[src/rtl/core/wst_pkg.sv]
package wst_pkg;

    // table geometry
    localparam int TABLE_DEPTH = 40;
    localparam int ADDR_W      = (TABLE_DEPTH > 1) ? $clog2(TABLE_DEPTH) : 1;
    localparam int CNT_W       = $clog2(TABLE_DEPTH + 1);

    // header constants
    localparam logic [11:0] MIN_HEADER_LEN  = 12'd24;
    localparam logic [1:0]  FTYPE_MGMT      = 2'h0;
    localparam logic [1:0]  FTYPE_DATA      = 2'h2;
    localparam logic [3:0]  SUB_ASSOC_REQ   = 4'h0;
    localparam logic [3:0]  SUB_REASSOC_REQ = 4'h2;
    localparam logic [3:0]  SUB_PROBE_RSP   = 4'h5;
    localparam logic [3:0]  SUB_DISASSOC    = 4'hA;
    localparam logic [3:0]  SUB_AUTH        = 4'hB;
    localparam logic [3:0]  SUB_DEAUTH      = 4'hC;
    localparam logic [31:0] DEFAULT_TIMEOUT = 32'd25000;

    // register map (index = paddr[4:3])
    localparam logic [1:0] REG_ENABLE  = 2'd0;
    localparam logic [1:0] REG_BSSID   = 2'd1;
    localparam logic [1:0] REG_TIMEOUT = 2'd2;

    typedef enum logic [1:0] {
        OP_FRAME = 2'd0,
        OP_PURGE = 2'd1,
        OP_READ  = 2'd2,
        OP_CLEAR = 2'd3
    } op_t;

    typedef enum logic [2:0] {
        STAT_IGNORED   = 3'd0,
        STAT_REFRESHED = 3'd1,
        STAT_INSERTED  = 3'd2,
        STAT_FULL      = 3'd3,
        STAT_PURGED    = 3'd4,
        STAT_READ      = 3'd5,
        STAT_CLEARED   = 3'd6
    } status_t;

    typedef enum logic [1:0] {
        ST_IDLE,
        ST_RD,
        ST_CMP,
        ST_DONE
    } state_t;

    typedef struct packed {
        logic [47:0]       mac;
        logic [31:0]       seen;
        logic signed [7:0] rssi;
    } entry_t;

    typedef struct packed {
        logic        enable;
        logic [47:0] bssid;
        logic [31:0] timeout;
    } cfg_t;

    typedef struct packed {
        logic        hit;
        logic [47:0] mac;
    } class_t;

endpackage

[src/rtl/core/wlan_station_tracker.sv]
// channel  | dir | handshake              | payload
// s_axis   | in  | s_axis_tvalid/tready   | tuser: req_type; tdata: request fields
// m_axis   | out | m_axis_tvalid/tready   | tuser: status; tdata: count and entry
// apb      | in  | psel/penable, pready=1 | enable, target_bssid, timeout_ms
//
// One request at a time; s_axis_tready is high only when idle.
// Table lives in a single-port-write, registered-read RAM swept slot by slot (ST_RD, then ST_CMP):
// frame and purge sweep up to the client count, read visits at most one slot, clear sweeps none.
// Reset empties the table by clearing the count; no clearing pass.
// A result waits in the output register until taken; the block stalls only there.
module wlan_station_tracker (
    input  logic         clk,
    input  logic         rst_n,
    input  logic         s_axis_tvalid,
    output logic         s_axis_tready,
    // [11:0] frame_len, [27:12] frame_control, [75:28] addr_one, [123:76] addr_two,
    // [171:124] addr_three, [179:172] signal_dbm, [211:180] now_ms,
    // [217:212] read_index, rest zero
    input  logic [223:0] s_axis_tdata,
    // [1:0] req_type
    input  logic [1:0]   s_axis_tuser,
    output logic         m_axis_tvalid,
    input  logic         m_axis_tready,
    // [5:0] client_count, [6] entry_valid, [54:7] entry_mac, [62:55] entry_rssi,
    // [94:63] entry_last_seen, [95] zero
    output logic [95:0]  m_axis_tdata,
    // [2:0] status
    output logic [2:0]   m_axis_tuser,
    input  logic         psel,
    input  logic         penable,
    input  logic         pwrite,
    input  logic [4:0]   paddr,
    input  logic [63:0]  pwdata,
    output logic [63:0]  prdata,
    output logic         pready
);
    import wst_pkg::*;

    cfg_t   cfg;
    class_t cls;

    logic [11:0]       in_len;
    logic [15:0]       in_fc;
    logic [47:0]       in_a1;
    logic [47:0]       in_a2;
    logic [47:0]       in_a3;
    logic signed [7:0] in_sig;
    logic [31:0]       in_now;
    logic [5:0]        in_idx;

    assign in_len = s_axis_tdata[11:0];
    assign in_fc  = s_axis_tdata[27:12];
    assign in_a1  = s_axis_tdata[75:28];
    assign in_a2  = s_axis_tdata[123:76];
    assign in_a3  = s_axis_tdata[171:124];
    assign in_sig = s_axis_tdata[179:172];
    assign in_now = s_axis_tdata[211:180];
    assign in_idx = s_axis_tdata[217:212];

    wst_cfg u_cfg (
        .clk     (clk),
        .rst_n   (rst_n),
        .psel    (psel),
        .penable (penable),
        .pwrite  (pwrite),
        .paddr   (paddr),
        .pwdata  (pwdata),
        .prdata  (prdata),
        .pready  (pready),
        .cfg     (cfg)
    );

    wst_classify u_cls (
        .cfg           (cfg),
        .frame_len     (in_len),
        .frame_control (in_fc),
        .addr_one      (in_a1),
        .addr_two      (in_a2),
        .addr_three    (in_a3),
        .cls           (cls)
    );

    // table RAM
    logic              ram_we;
    logic [ADDR_W-1:0] ram_waddr;
    entry_t            ram_wdata;
    logic [ADDR_W-1:0] ram_raddr;
    entry_t            ram_rdata;

    wst_ram #(
        .WIDTH ($bits(entry_t)),
        .DEPTH (TABLE_DEPTH)
    ) u_ram (
        .clk   (clk),
        .we    (ram_we),
        .waddr (ram_waddr),
        .wdata (ram_wdata),
        .raddr (ram_raddr),
        .rdata (ram_rdata)
    );

    // sequencer state
    state_t            state_reg, state_next;
    op_t               op_reg, op_next;
    logic [CNT_W-1:0]  idx_reg, idx_next;
    logic [CNT_W-1:0]  kept_reg, kept_next;
    logic [CNT_W-1:0]  count_reg, count_next;
    logic [47:0]       mac_reg, mac_next;
    logic signed [7:0] rssi_reg, rssi_next;
    logic [31:0]       now_reg, now_next;
    status_t           status_reg, status_next;
    logic              ev_reg, ev_next;
    entry_t            ent_reg, ent_next;

    // output word
    logic              mv_reg, mv_next;
    status_t           ms_reg, ms_next;
    logic [5:0]        mc_reg, mc_next;
    logic              mev_reg, mev_next;
    entry_t            ment_reg, ment_next;

    logic              accept;
    logic              read_ok;
    logic [31:0]       age;
    logic              out_free;

    assign accept   = s_axis_tvalid && s_axis_tready;
    assign read_ok  = 32'(in_idx) < 32'(count_reg);
    assign age      = now_reg - ram_rdata.seen;
    assign out_free = !mv_reg || m_axis_tready;

    always_ff @(posedge clk or negedge rst_n)
    begin
        if (!rst_n)
        begin
            state_reg <= ST_IDLE;
            count_reg <= '0;
            mv_reg    <= 1'b0;
        end
        else
        begin
            state_reg <= state_next;
            count_reg <= count_next;
            mv_reg    <= mv_next;
        end
    end

    always_ff @(posedge clk)
    begin
        op_reg     <= op_next;
        idx_reg    <= idx_next;
        kept_reg   <= kept_next;
        mac_reg    <= mac_next;
        rssi_reg   <= rssi_next;
        now_reg    <= now_next;
        status_reg <= status_next;
        ev_reg     <= ev_next;
        ent_reg    <= ent_next;
        ms_reg     <= ms_next;
        mc_reg     <= mc_next;
        mev_reg    <= mev_next;
        ment_reg   <= ment_next;
    end

    // next state and datapath control
    always_comb
    begin
        state_next  = state_reg;
        op_next     = op_reg;
        idx_next    = idx_reg;
        kept_next   = kept_reg;
        count_next  = count_reg;
        mac_next    = mac_reg;
        rssi_next   = rssi_reg;
        now_next    = now_reg;
        status_next = status_reg;
        ev_next     = ev_reg;
        ent_next    = ent_reg;
        ms_next     = ms_reg;
        mc_next     = mc_reg;
        mev_next    = mev_reg;
        ment_next   = ment_reg;
        mv_next     = mv_reg && !m_axis_tready;
        ram_we      = 1'b0;
        ram_waddr   = idx_reg[ADDR_W-1:0];
        ram_wdata   = ram_rdata;
        ram_raddr   = idx_reg[ADDR_W-1:0];
        s_axis_tready = (state_reg == ST_IDLE);

        unique case (state_reg)
            ST_IDLE:
            begin
                if (accept)
                begin
                    op_next   = op_t'(s_axis_tuser);
                    mac_next  = cls.mac;
                    rssi_next = in_sig;
                    now_next  = in_now;
                    idx_next  = '0;
                    kept_next = '0;
                    ev_next   = 1'b0;
                    ent_next  = '0;
                    unique case (op_t'(s_axis_tuser))
                        OP_FRAME:
                        begin
                            status_next = STAT_IGNORED;
                            state_next  = cls.hit ? ST_RD : ST_DONE;
                        end
                        OP_PURGE:
                        begin
                            state_next = ST_RD;
                        end
                        OP_READ:
                        begin
                            status_next = STAT_READ;
                            idx_next    = CNT_W'(in_idx);
                            state_next  = read_ok ? ST_RD : ST_DONE;
                        end
                        OP_CLEAR:
                        begin
                            count_next  = '0;
                            status_next = STAT_CLEARED;
                            state_next  = ST_DONE;
                        end
                        default:
                        begin
                            state_next = ST_DONE;
                        end
                    endcase
                end
            end

            // issue a read, or at the end of the sweep insert if room (frame) or set the kept count (purge) and finish
            ST_RD:
            begin
                unique case (op_reg)
                    OP_FRAME:
                    begin
                        if (idx_reg == count_reg)
                        begin
                            if (count_reg < CNT_W'(TABLE_DEPTH))
                            begin
                                ram_we      = 1'b1;
                                ram_waddr   = count_reg[ADDR_W-1:0];
                                ram_wdata   = '{mac: mac_reg, seen: now_reg, rssi: rssi_reg};
                                count_next  = count_reg + 1'b1;
                                status_next = STAT_INSERTED;
                            end
                            else
                            begin
                                status_next = STAT_FULL;
                            end
                            state_next = ST_DONE;
                        end
                        else
                        begin
                            state_next = ST_CMP;
                        end
                    end
                    OP_PURGE:
                    begin
                        if (idx_reg == count_reg)
                        begin
                            count_next  = kept_reg;
                            status_next = STAT_PURGED;
                            state_next  = ST_DONE;
                        end
                        else
                        begin
                            state_next = ST_CMP;
                        end
                    end
                    OP_READ:
                    begin
                        state_next = ST_CMP;
                    end
                    default:
                    begin
                        state_next = ST_DONE;
                    end
                endcase
            end

            // compare the entry just read, or capture it for a read request
            ST_CMP:
            begin
                unique case (op_reg)
                    OP_FRAME:
                    begin
                        if (ram_rdata.mac == mac_reg)
                        begin
                            ram_we         = 1'b1;
                            ram_wdata.seen = now_reg;
                            if (rssi_reg != 8'sd0)
                            begin
                                ram_wdata.rssi = rssi_reg;
                            end
                            status_next = STAT_REFRESHED;
                            state_next  = ST_DONE;
                        end
                        else
                        begin
                            idx_next   = idx_reg + 1'b1;
                            state_next = ST_RD;
                        end
                    end
                    OP_PURGE:
                    begin
                        if (age < cfg.timeout)
                        begin
                            ram_we    = 1'b1;
                            ram_waddr = kept_reg[ADDR_W-1:0];
                            kept_next = kept_reg + 1'b1;
                        end
                        idx_next   = idx_reg + 1'b1;
                        state_next = ST_RD;
                    end
                    OP_READ:
                    begin
                        ev_next    = 1'b1;
                        ent_next   = ram_rdata;
                        state_next = ST_DONE;
                    end
                    default:
                    begin
                        state_next = ST_DONE;
                    end
                endcase
            end

            // hand the result to the output register
            ST_DONE:
            begin
                if (out_free)
                begin
                    mv_next    = 1'b1;
                    ms_next    = status_reg;
                    mc_next    = 6'(count_reg);
                    mev_next   = ev_reg;
                    ment_next  = ent_reg;
                    state_next = ST_IDLE;
                end
            end

            default:
            begin
                state_next = ST_IDLE;
            end
        endcase
    end

    assign m_axis_tvalid = mv_reg;
    assign m_axis_tuser  = ms_reg;
    assign m_axis_tdata  = {1'b0, ment_reg.seen, ment_reg.rssi, ment_reg.mac, mev_reg, mc_reg};

endmodule

[src/rtl/core/wst_ram.sv]
module wst_ram #(
    parameter int WIDTH = 8,
    parameter int DEPTH = 16
) (
    input  logic                                   clk,
    input  logic                                   we,
    input  logic [((DEPTH > 1) ? $clog2(DEPTH) : 1)-1:0] waddr,
    input  logic [WIDTH-1:0]                       wdata,
    input  logic [((DEPTH > 1) ? $clog2(DEPTH) : 1)-1:0] raddr,
    output logic [WIDTH-1:0]                       rdata
);

    logic [WIDTH-1:0] mem [DEPTH];

    // one write port, one registered read port
    always_ff @(posedge clk)
    begin
        if (we)
        begin
            mem[waddr] <= wdata;
        end
        rdata <= mem[raddr];
    end

endmodule

[src/rtl/core/wst_cfg.sv]
module wst_cfg (
    input  logic              clk,
    input  logic              rst_n,
    input  logic              psel,
    input  logic              penable,
    input  logic              pwrite,
    input  logic [4:0]        paddr,
    input  logic [63:0]       pwdata,
    output logic [63:0]       prdata,
    output logic              pready,
    output wst_pkg::cfg_t     cfg
);
    import wst_pkg::*;

    logic        enable_reg;
    logic [47:0] bssid_reg;
    logic [31:0] timeout_reg;
    logic [1:0]  reg_idx;
    logic        wr;

    assign pready  = 1'b1;
    assign reg_idx = paddr[4:3];
    assign wr      = psel && penable && pwrite;

    // register writes
    always_ff @(posedge clk or negedge rst_n)
    begin
        if (!rst_n)
        begin
            enable_reg  <= 1'b0;
            bssid_reg   <= '0;
            timeout_reg <= DEFAULT_TIMEOUT;
        end
        else if (wr)
        begin
            if (reg_idx == REG_ENABLE)  enable_reg  <= pwdata[0];
            if (reg_idx == REG_BSSID)   bssid_reg   <= pwdata[47:0];
            if (reg_idx == REG_TIMEOUT) timeout_reg <= pwdata[31:0];
        end
    end

    // read back
    always_comb
    begin
        prdata = '0;
        unique case (reg_idx)
            REG_ENABLE:  prdata = {63'd0, enable_reg};
            REG_BSSID:   prdata = {16'd0, bssid_reg};
            REG_TIMEOUT: prdata = {32'd0, timeout_reg};
            default:     prdata = '0;
        endcase
    end

    assign cfg = '{enable: enable_reg, bssid: bssid_reg, timeout: timeout_reg};

endmodule

[src/rtl/core/wst_classify.sv]
module wst_classify (
    input  wst_pkg::cfg_t   cfg,
    input  logic [11:0]     frame_len,
    input  logic [15:0]     frame_control,
    input  logic [47:0]     addr_one,
    input  logic [47:0]     addr_two,
    input  logic [47:0]     addr_three,
    output wst_pkg::class_t cls
);
    import wst_pkg::*;

    logic [1:0]  ftype;
    logic [3:0]  sub;
    logic        to_ds;
    logic        from_ds;
    logic        sub_ok;
    logic        named;
    logic [47:0] sta;

    assign ftype   = frame_control[3:2];
    assign sub     = frame_control[7:4];
    assign to_ds   = frame_control[8];
    assign from_ds = frame_control[9];
    assign sub_ok  = (sub == SUB_ASSOC_REQ) || (sub == SUB_REASSOC_REQ)
                  || (sub == SUB_AUTH) || (sub == SUB_PROBE_RSP)
                  || (sub == SUB_DISASSOC) || (sub == SUB_DEAUTH);

    // pick the station address named by the header, if any
    always_comb
    begin
        named = 1'b0;
        sta   = addr_two;
        if (ftype == FTYPE_DATA)
        begin
            if (to_ds && !from_ds && addr_one == cfg.bssid)
            begin
                named = 1'b1;
                sta   = addr_two;
            end
            else if (!to_ds && from_ds && addr_two == cfg.bssid)
            begin
                named = 1'b1;
                sta   = addr_one;
            end
        end
        else if (ftype == FTYPE_MGMT && addr_three == cfg.bssid && sub_ok
                 && addr_two != cfg.bssid)
        begin
            named = 1'b1;
        end
    end

    // non-null unicast only
    assign cls.hit = cfg.enable && (frame_len >= MIN_HEADER_LEN) && named
                  && (sta != 48'd0) && !sta[40];
    assign cls.mac = sta;

endmodule

[config.mk]
export PLATFORM = sky130hd
export DESIGN_NAME = wlan_station_tracker
export DESIGN_NICKNAME = d
export VERILOG_FILES = /design/src/rtl/core/wst_pkg.sv /design/src/rtl/core/wlan_station_tracker.sv /design/src/rtl/core/wst_ram.sv /design/src/rtl/core/wst_cfg.sv /design/src/rtl/core/wst_classify.sv
export SDC_FILE = /design/constraint.sdc
export NUM_CORES = 2
export LEC_CHECK = 0
export BUFFER_PORTS_ARGS = -buffer_cell sky130_fd_sc_hd__buf_2
export CELL_PAD_IN_SITES_DETAIL_PLACEMENT = 1
export CELL_PAD_IN_SITES_GLOBAL_PLACEMENT = 1
export CORE_ASPECT_RATIO = 2
export CORE_MARGIN = 4
export CORE_UTILIZATION = 55
export DETAILED_ROUTE_END_ITERATION = 6
export HOLD_SLACK_MARGIN = 0.06
export PLACE_DENSITY = 0.85
export SLEW_MARGIN = 20
export SYNTH_ARGS = -nofsm -noshare
export SYNTH_HDL_FRONTEND = slang
export SYNTH_SLANG_ARGS = --single-unit
[constraint.sdc]
create_clock -name clk -period 16.5 [get_ports clk]
set_clock_uncertainty 0.15 [all_clocks]
set_input_delay 1.65 -clock clk [delete_from_list [all_inputs] [get_ports clk]]
set_output_delay 1.65 -clock clk [all_outputs]
set_load 0.02 [all_outputs]
Yosys cells after proc, flatten, opt, wreduce, memory -nomap -nowiden
Memories as Yosys holds them, arrays and structs flattened. A register that Yosys moved wholly into a read port is not among the register bits.
Cells that the tools add are included.
- input port bits: 302
- word-level logic and storage cells: 192
- RAM bits: 3520
- memories kept: 1
- output and inout bits: 166
- register bits after elaboration: 382
- memory list (memory ; words ; bits a word ; rd ports ; clocked after memory_dff ; wr ports ; line ; RTL):
    u_ram.mem ; 40 ; 88 ; 1 ; 1 ; 1 ; wst_ram.sv:13 ; logic [WIDTH-1:0] mem [DEPTH];
- multiplexer cells: 74
- $lt $le $gt $ge: 4
- equality and inequality tests: 37
- add/subtract/negate cells: 4
- reduce and logical (&&, ||, !) cells: 49
- operator list (cell ; count):
    2-to-1 mux 88 bit ; 5
    == test 48 bit ; 4
    2-to-1 mux 48 bit ; 4
    case mux 88 bit (2 select lines) ; 1
    case mux 48 bit (3 select lines) ; 1
    2-to-1 mux 6 bit ; 16
    2-to-1 mux 40 bit ; 2
    case mux 40 bit (2 select lines) ; 1
    case mux 6 bit (2 select lines) ; 6
    inequality test 48 bit ; 1
    nonzero test 48 bit ; 1
    less-than comparator 32 bit ; 1
    subtractor 32 bit ; 1
    adder 6 x 1 -> 6 bit (second input constant) ; 3
    case mux 3 bit (3 select lines) ; 2
    2-to-1 mux 1 bit ; 17
    case mux 2 bit (4 select lines) ; 2
    logical AND 1 bit ; 15
    2-to-1 mux 3 bit ; 5
    == test 2 bit (second input constant) ; 7
    == test 4 bit (second input constant) ; 3
    >= comparator 12 x 5 -> 1 bit (second input constant) ; 1
    inequality test 3 bit (second input constant) ; 4
    AND reduction 2 bit ; 6
    27 further kinds ; 59

Logic depth before layout (Yosys ltp)
- depth in word-level cells: 17
- gate-level depth with buffers: 24
- gate-level depth less buffers: 23

Hierarchy
A second synthesis with hierarchy kept.
- cell total of the unflattened synthesis: 7243
- area total of the unflattened synthesis: 156186.0 um2
- modules (own cells, without submodules) (module ; times used ; cells each ; sequential area each (um2) ; area each (um2)):
    wst_ram ; 1 ; 5523 ; 107463.1 ; 135222.2
    wlan_station_tracker ; 1 ; 1145 ; 8993.6 ; 14829.2
    wst_cfg ; 1 ; 255 ; 2034.5 ; 3641.0
    wst_classify ; 1 ; 320 ; 0.0 ; 2493.6

Worst setup path after synthesis
No wires, ideal clock.
- kind: input port to flip-flop
- start point: input port s_axis_tvalid
- end point: register ent_reg[0] (netlist bit) (enable)
- path buffers: 0
- setup time: 0.566 ns
- cell stages on the path: 4
- setup slack: 5.462 ns
- data required time: 15.784 ns
- arrival time: 10.322 ns
- cells stage by stage: inv_1 > nor2_1 > a21oi_1 > a21oi_1
- longest elaborated chain between the ends: 3
- RTL lines (element ; line ; RTL):
    start: declaration ; wlan_station_tracker.sv:14 ; input logic s_axis_tvalid,
    logical AND 1 bit ; wlan_station_tracker.sv:127 ; assign accept = s_axis_tvalid && s_axis_tready;
    inequality test 2 x 1 -> 1 bit (no source line) ; - ;
    AND reduction 3 bit (no source line) ; - ;
    end signal: assignment ; wlan_station_tracker.sv:158 ; ent_reg <= ent_next;
    end: declaration ; wlan_station_tracker.sv:113 ; entry_t ent_reg, ent_next;
No other way between the ends.
A chain may end at the register's enable or synchronous reset.

Worst setup path in the final report
- start point: register now_reg[0]
- end point: memory u_ram.mem[9][45] (netlist bit) (enable)
- longest elaborated chain between the ends: 7
- elaborated cells between the ends (all ways): 10
- those cells by class: add/sub: 1; order compare: 1; mux: 8
- RTL lines (element ; line ; RTL):
    start: declaration ; wlan_station_tracker.sv:110 ; logic [31:0] now_reg, now_next;
    start signal: assignment ; wlan_station_tracker.sv:155 ; now_reg <= now_next;
    subtractor 32 bit (*) ; wlan_station_tracker.sv:129 ; assign age = now_reg - ram_rdata.seen;
    less-than comparator 32 bit (*) ; wlan_station_tracker.sv:309 ; if (age < cfg.timeout)
    2-to-1 mux 1 bit ; wlan_station_tracker.sv:309 ;
    case mux 1 bit (2 select lines) ; wlan_station_tracker.sv:287 ; unique case (op_reg)
    case mux 1 bit (2 select lines) ; wlan_station_tracker.sv:190 ; unique case (state_reg)
    2-to-1 mux 1 bit ; wst_ram.sv:18 ; if (we)
    2-to-1 mux 1 bit (implied by the code) ; wst_ram.sv:20 ; mem[waddr] <= wdata;
    end: declaration ; wst_ram.sv:13 ;
Mark *: on every way between the ends. The rest lies on a longest branch, timed or not.

==> impl_metrics.ini <==
[power]
p_seq_share_pct = 42.5
internal_power_w = 0.0216
combPwrFrac_pct = 32.3
power_frac_clock_pct = 25.3
ir_drop_v = 0.000163
p_sw_share_pct = 34.8
leakagePower_nw = 55.9
p_per_area_mw_per_mm2 = 190
p_sw_w = 0.0115

[global_route]
use_met2_pct = 56.5
grt_pass1_vias = 88300
use_met3_pct = 12.4
gr-usage-all-layers_pct = 35.9
busiest_layer = met2
met1_usage_pct = 43.9
grt_overflow = 0
antenna_found_initial = 45
grt_max_degree = 117
grt_pass1_wl_um = 724000

[routing]
drtIter0Drc = 15000
remaining_drc_errors = 0
vias_per_cell = 7.32
first_pass_iters = 6
vias = 86200
ant_nets = 0
drt-total-wl_um = 525000
avgRoutedWirePerCell_um = 44.6

[yosys]
synth_edf_count = 3812
yosysWarnings = 0
ys_ff_latch = 3990
synth_cell_types = 80
synthCells = 7148
synthesis.area_mm2 = 0.156
synth_ff_type = edfxtp_1
async_flop_share_pct = 2.26
avgSynthCellArea_um2 = 21.8
yosysSeqAreaShare_pct = 76.0

[place]
io_buffers = 413
gp_congestion = 0.921
dpl_cell_area_mm2 = 0.163
dp_hpwl_um = 282000

[cts]
root_buffer = clkbuf_16
numClockSinks = 3990
cts_tree = yes
cts_buffers = 328
h-tree-depth = 5
insertion_delay_ps = 970
cts.path.max_buffers = 4
cts_resized = 0
cts_setup_buffers = 0
postCtsHoldBufs = 0
clk_pin_slew_ps = 70

[sta]
finalHoldViolCount = 0
rsz0062_at_grt = false
finalMaxSlewViolations = 0
holdWs_ps = 254
tns_ps = 0
setup_viol = 0
period_needed_ps = 10720
maxSlewHeadroom_pct = 17.4
fmax_mhz = 93.2
worst_slew_pin_slew_ps = 1230
fin_crit_sh_pct = 65.0

[floorplan]
dieArea_mm2 = 0.293
ios = 468
rows = 276
core_mm2 = 0.282
die_h_um = 761
initial_utilization_pct = 55.2
die_x_um = 385

[critical_path]
cp-start-kind = flip-flop
critPathArrivalTime_ps = 11120
startpoint = now_reg[0]$_DFFE_PP_
crit_type = reg -> reg
max_stage_delay_ps = 1180
cp.required_ps = 16900
slowest_stage = nor2_4
crit_path_end_kind = flip-flop
reg2reg_from = now_reg[0]$_DFFE_PP_
cp_cell_sequence = inv_1, ha_1, inv_1, fa_1, a211oi_1, o21ai_1, a21oi_1, o21a_1, a31oi_1, a41o_1, o41ai_2, o211ai_1, ha_1, a21o_1, a21o_1, a211o_1, a211o_1, a21oi_4, mux2i_1, a2bb2oi_1, nand3b_1, nor2_4, buf_4, buf_4
worst-path-buf-inv = 4
cp_max_fo = 36
crit_family = compound AO/OA/AOI/OAI gates

[finish]
fin_nets = 8108
seqCellArea_mm2 = 0.118
drive_gt1_share_pct = 29.9
regMostFlops = u_ram.mem
multi_input_area_mm2 = 0.0359
area_growth_pct = 11.8
final_area_mm2 = 0.174
fillers = 23300
largest_register_ffs = 3520

[run]
maxCapViolations = 0

[min_path]
worstHoldPathType = reg -> reg
hp-start = ent_reg[8]$_SDFFCE_PN0P_

[status]
status = finished clean
-- layout by cell type, fill, tap and decap left out, types with 17 or more instances in the layout --
master        n
xnor2_1     135
clkbuf_1     46
and2_1       74
nor2b_1      96
buf_2       412
dfrtp_1      84
buf_4       168
nor2_1       86
a22o_1       60
mux2i_1      96
a22o_2       17
bufinv_16    40
a21o_1       22
clkinv_1     51
diode_2      23
clkbuf_16   330
inv_1       121
nor4_1       49
clkinv_2     67
nor2_4       41
mux4_2     1056
o21ai_0      90
dfxtp_1      88
a211oi_1     91
edfxtp_1   3812
mux2_2      128
conb_1       18
xor2_1       65
nand3_1      21
buf_12       23
nand2_1     119
a21oi_1     135
nand4_1      49
ha_1         76
-- metrics by stage --
stage / power [W] / setup WS [ps] / cells / utilization [%]
floorplan: 0.0203 / 5460 / 7164 / -
global placement: 0.0236 / 6790 / 11100 / 57.8
detailed placement: 0.0242 / 6480 / 11200 / 57.8
CTS: 0.0329 / 5990 / 11700 / 61.7
global route: 0.0340 / 5730 / 11700 / 61.7
finish: 0.0331 / 5780 / 11800 / 61.7
-- cells in the mapped netlist, types with 88 or more instances --
master | number | share of area [%]
o21ai_0 | 93 | 0.30
clkbuf_1 | 238 | 0.57
mux2_2 | 128 | 0.92
mux4_2 | 1056 | 15
nor2b_1 | 98 | 0.39
nor2_1 | 119 | 0.29
edfxtp_1 | 3812 | 73
dfxtp_1 | 88 | 1.1
a211oi_1 | 94 | 0.45
xnor2_1 | 135 | 0.76
inv_1 | 121 | 0.29
nand2_1 | 120 | 0.29
a21oi_1 | 137 | 0.44
mux2i_1 | 96 | 0.62
-- final timing paths --
path / endpoint / slack, ps / depth (start not counted)
max: u_ram.mem[9][45]$_DFFE_PP_ / 5780 / 24
min: m_axis_tdata[63]$_DFFE_PP_ / 250 / 0
max reg2reg: u_ram.mem[9][45]$_DFFE_PP_ / 5780 / 24
min reg2reg: m_axis_tdata[63]$_DFFE_PP_ / 250 / 0
max in group asynchronous: u_cfg.timeout_reg[22]$_DFFE_PN0P_ / 14270 / 2
min in group asynchronous: u_cfg.bssid_reg[18]$_DFFE_PN0P_ / 710 / 1
-- final cells by class --
type                    count  area share, %
flip-flops and latches   3990           67.9
multi-input cells        2678           20.6
clock buffers             386           4.91
well taps                3753           2.69
repair buffers            607           2.21
clock inverters           210           1.35
inverters                 123          0.274
diodes                     23         0.0330
-- cells by family (layout without fill, tap and decap cells) --
logic type                 count (synthesis)  after routing  synth area share (%)
buffers and inverters                    496           1326                  1.31
and+or+nand+nor                          587            587                  1.97
adders and majority gates                 78             78                 0.631
AOI/OAI and AO/OA                        515            515                  2.20
other                                      2             41               0.00482
xor gates and xnor gates                 200            200                  1.12
DFF                                     3990           3990                  76.0
muxes                                   1280           1280                  16.8
-- power groups by stage --
| stage | combinational (W) | sequential [W] | clock [W] |
|---|---|---|---|
| after floorplan | 0.00625 | 0.0141 | 0 |
| after global placement | 0.00944 | 0.0142 | 0 |
| after detailed placement | 0.0100 | 0.0142 | 0 |
| after CTS | 0.0105 | 0.0140 | 0.00840 |
| after global routing | 0.0111 | 0.0141 | 0.00881 |
| final | 0.0107 | 0.0141 | 0.00837 |
-- worst reg2reg max path, cell delays in order, from the launching register on --
cell	delay (ps)
edfxtp_1	390
inv_1	70
ha_1	170
inv_1	60
fa_1	430
a211oi_1	270
o21ai_1	120
a21oi_1	430
o21a_1	340
a31oi_1	330
a41o_1	390
o41ai_2	500
o211ai_1	240
ha_1	240
a21o_1	210
a21o_1	190
a211o_1	300
a211o_1	270
a21oi_4	680
mux2i_1	510
a2bb2oi_1	400
nand3b_1	780
nor2_4	1180
buf_4	820
buf_4	850
-- per-layer routing --
| layer | wire length (um) | vias to the layer above |
|---|---|---|
| met5 | 650 | - |
| met4 | 37700 | 48 |
| met2 | 249000 | 9155 |
| met1 | 161000 | 44100 |
| li1 | - | 30900 |
| met3 | 76700 | 1991 |
(Power assumes the default switching activity.)
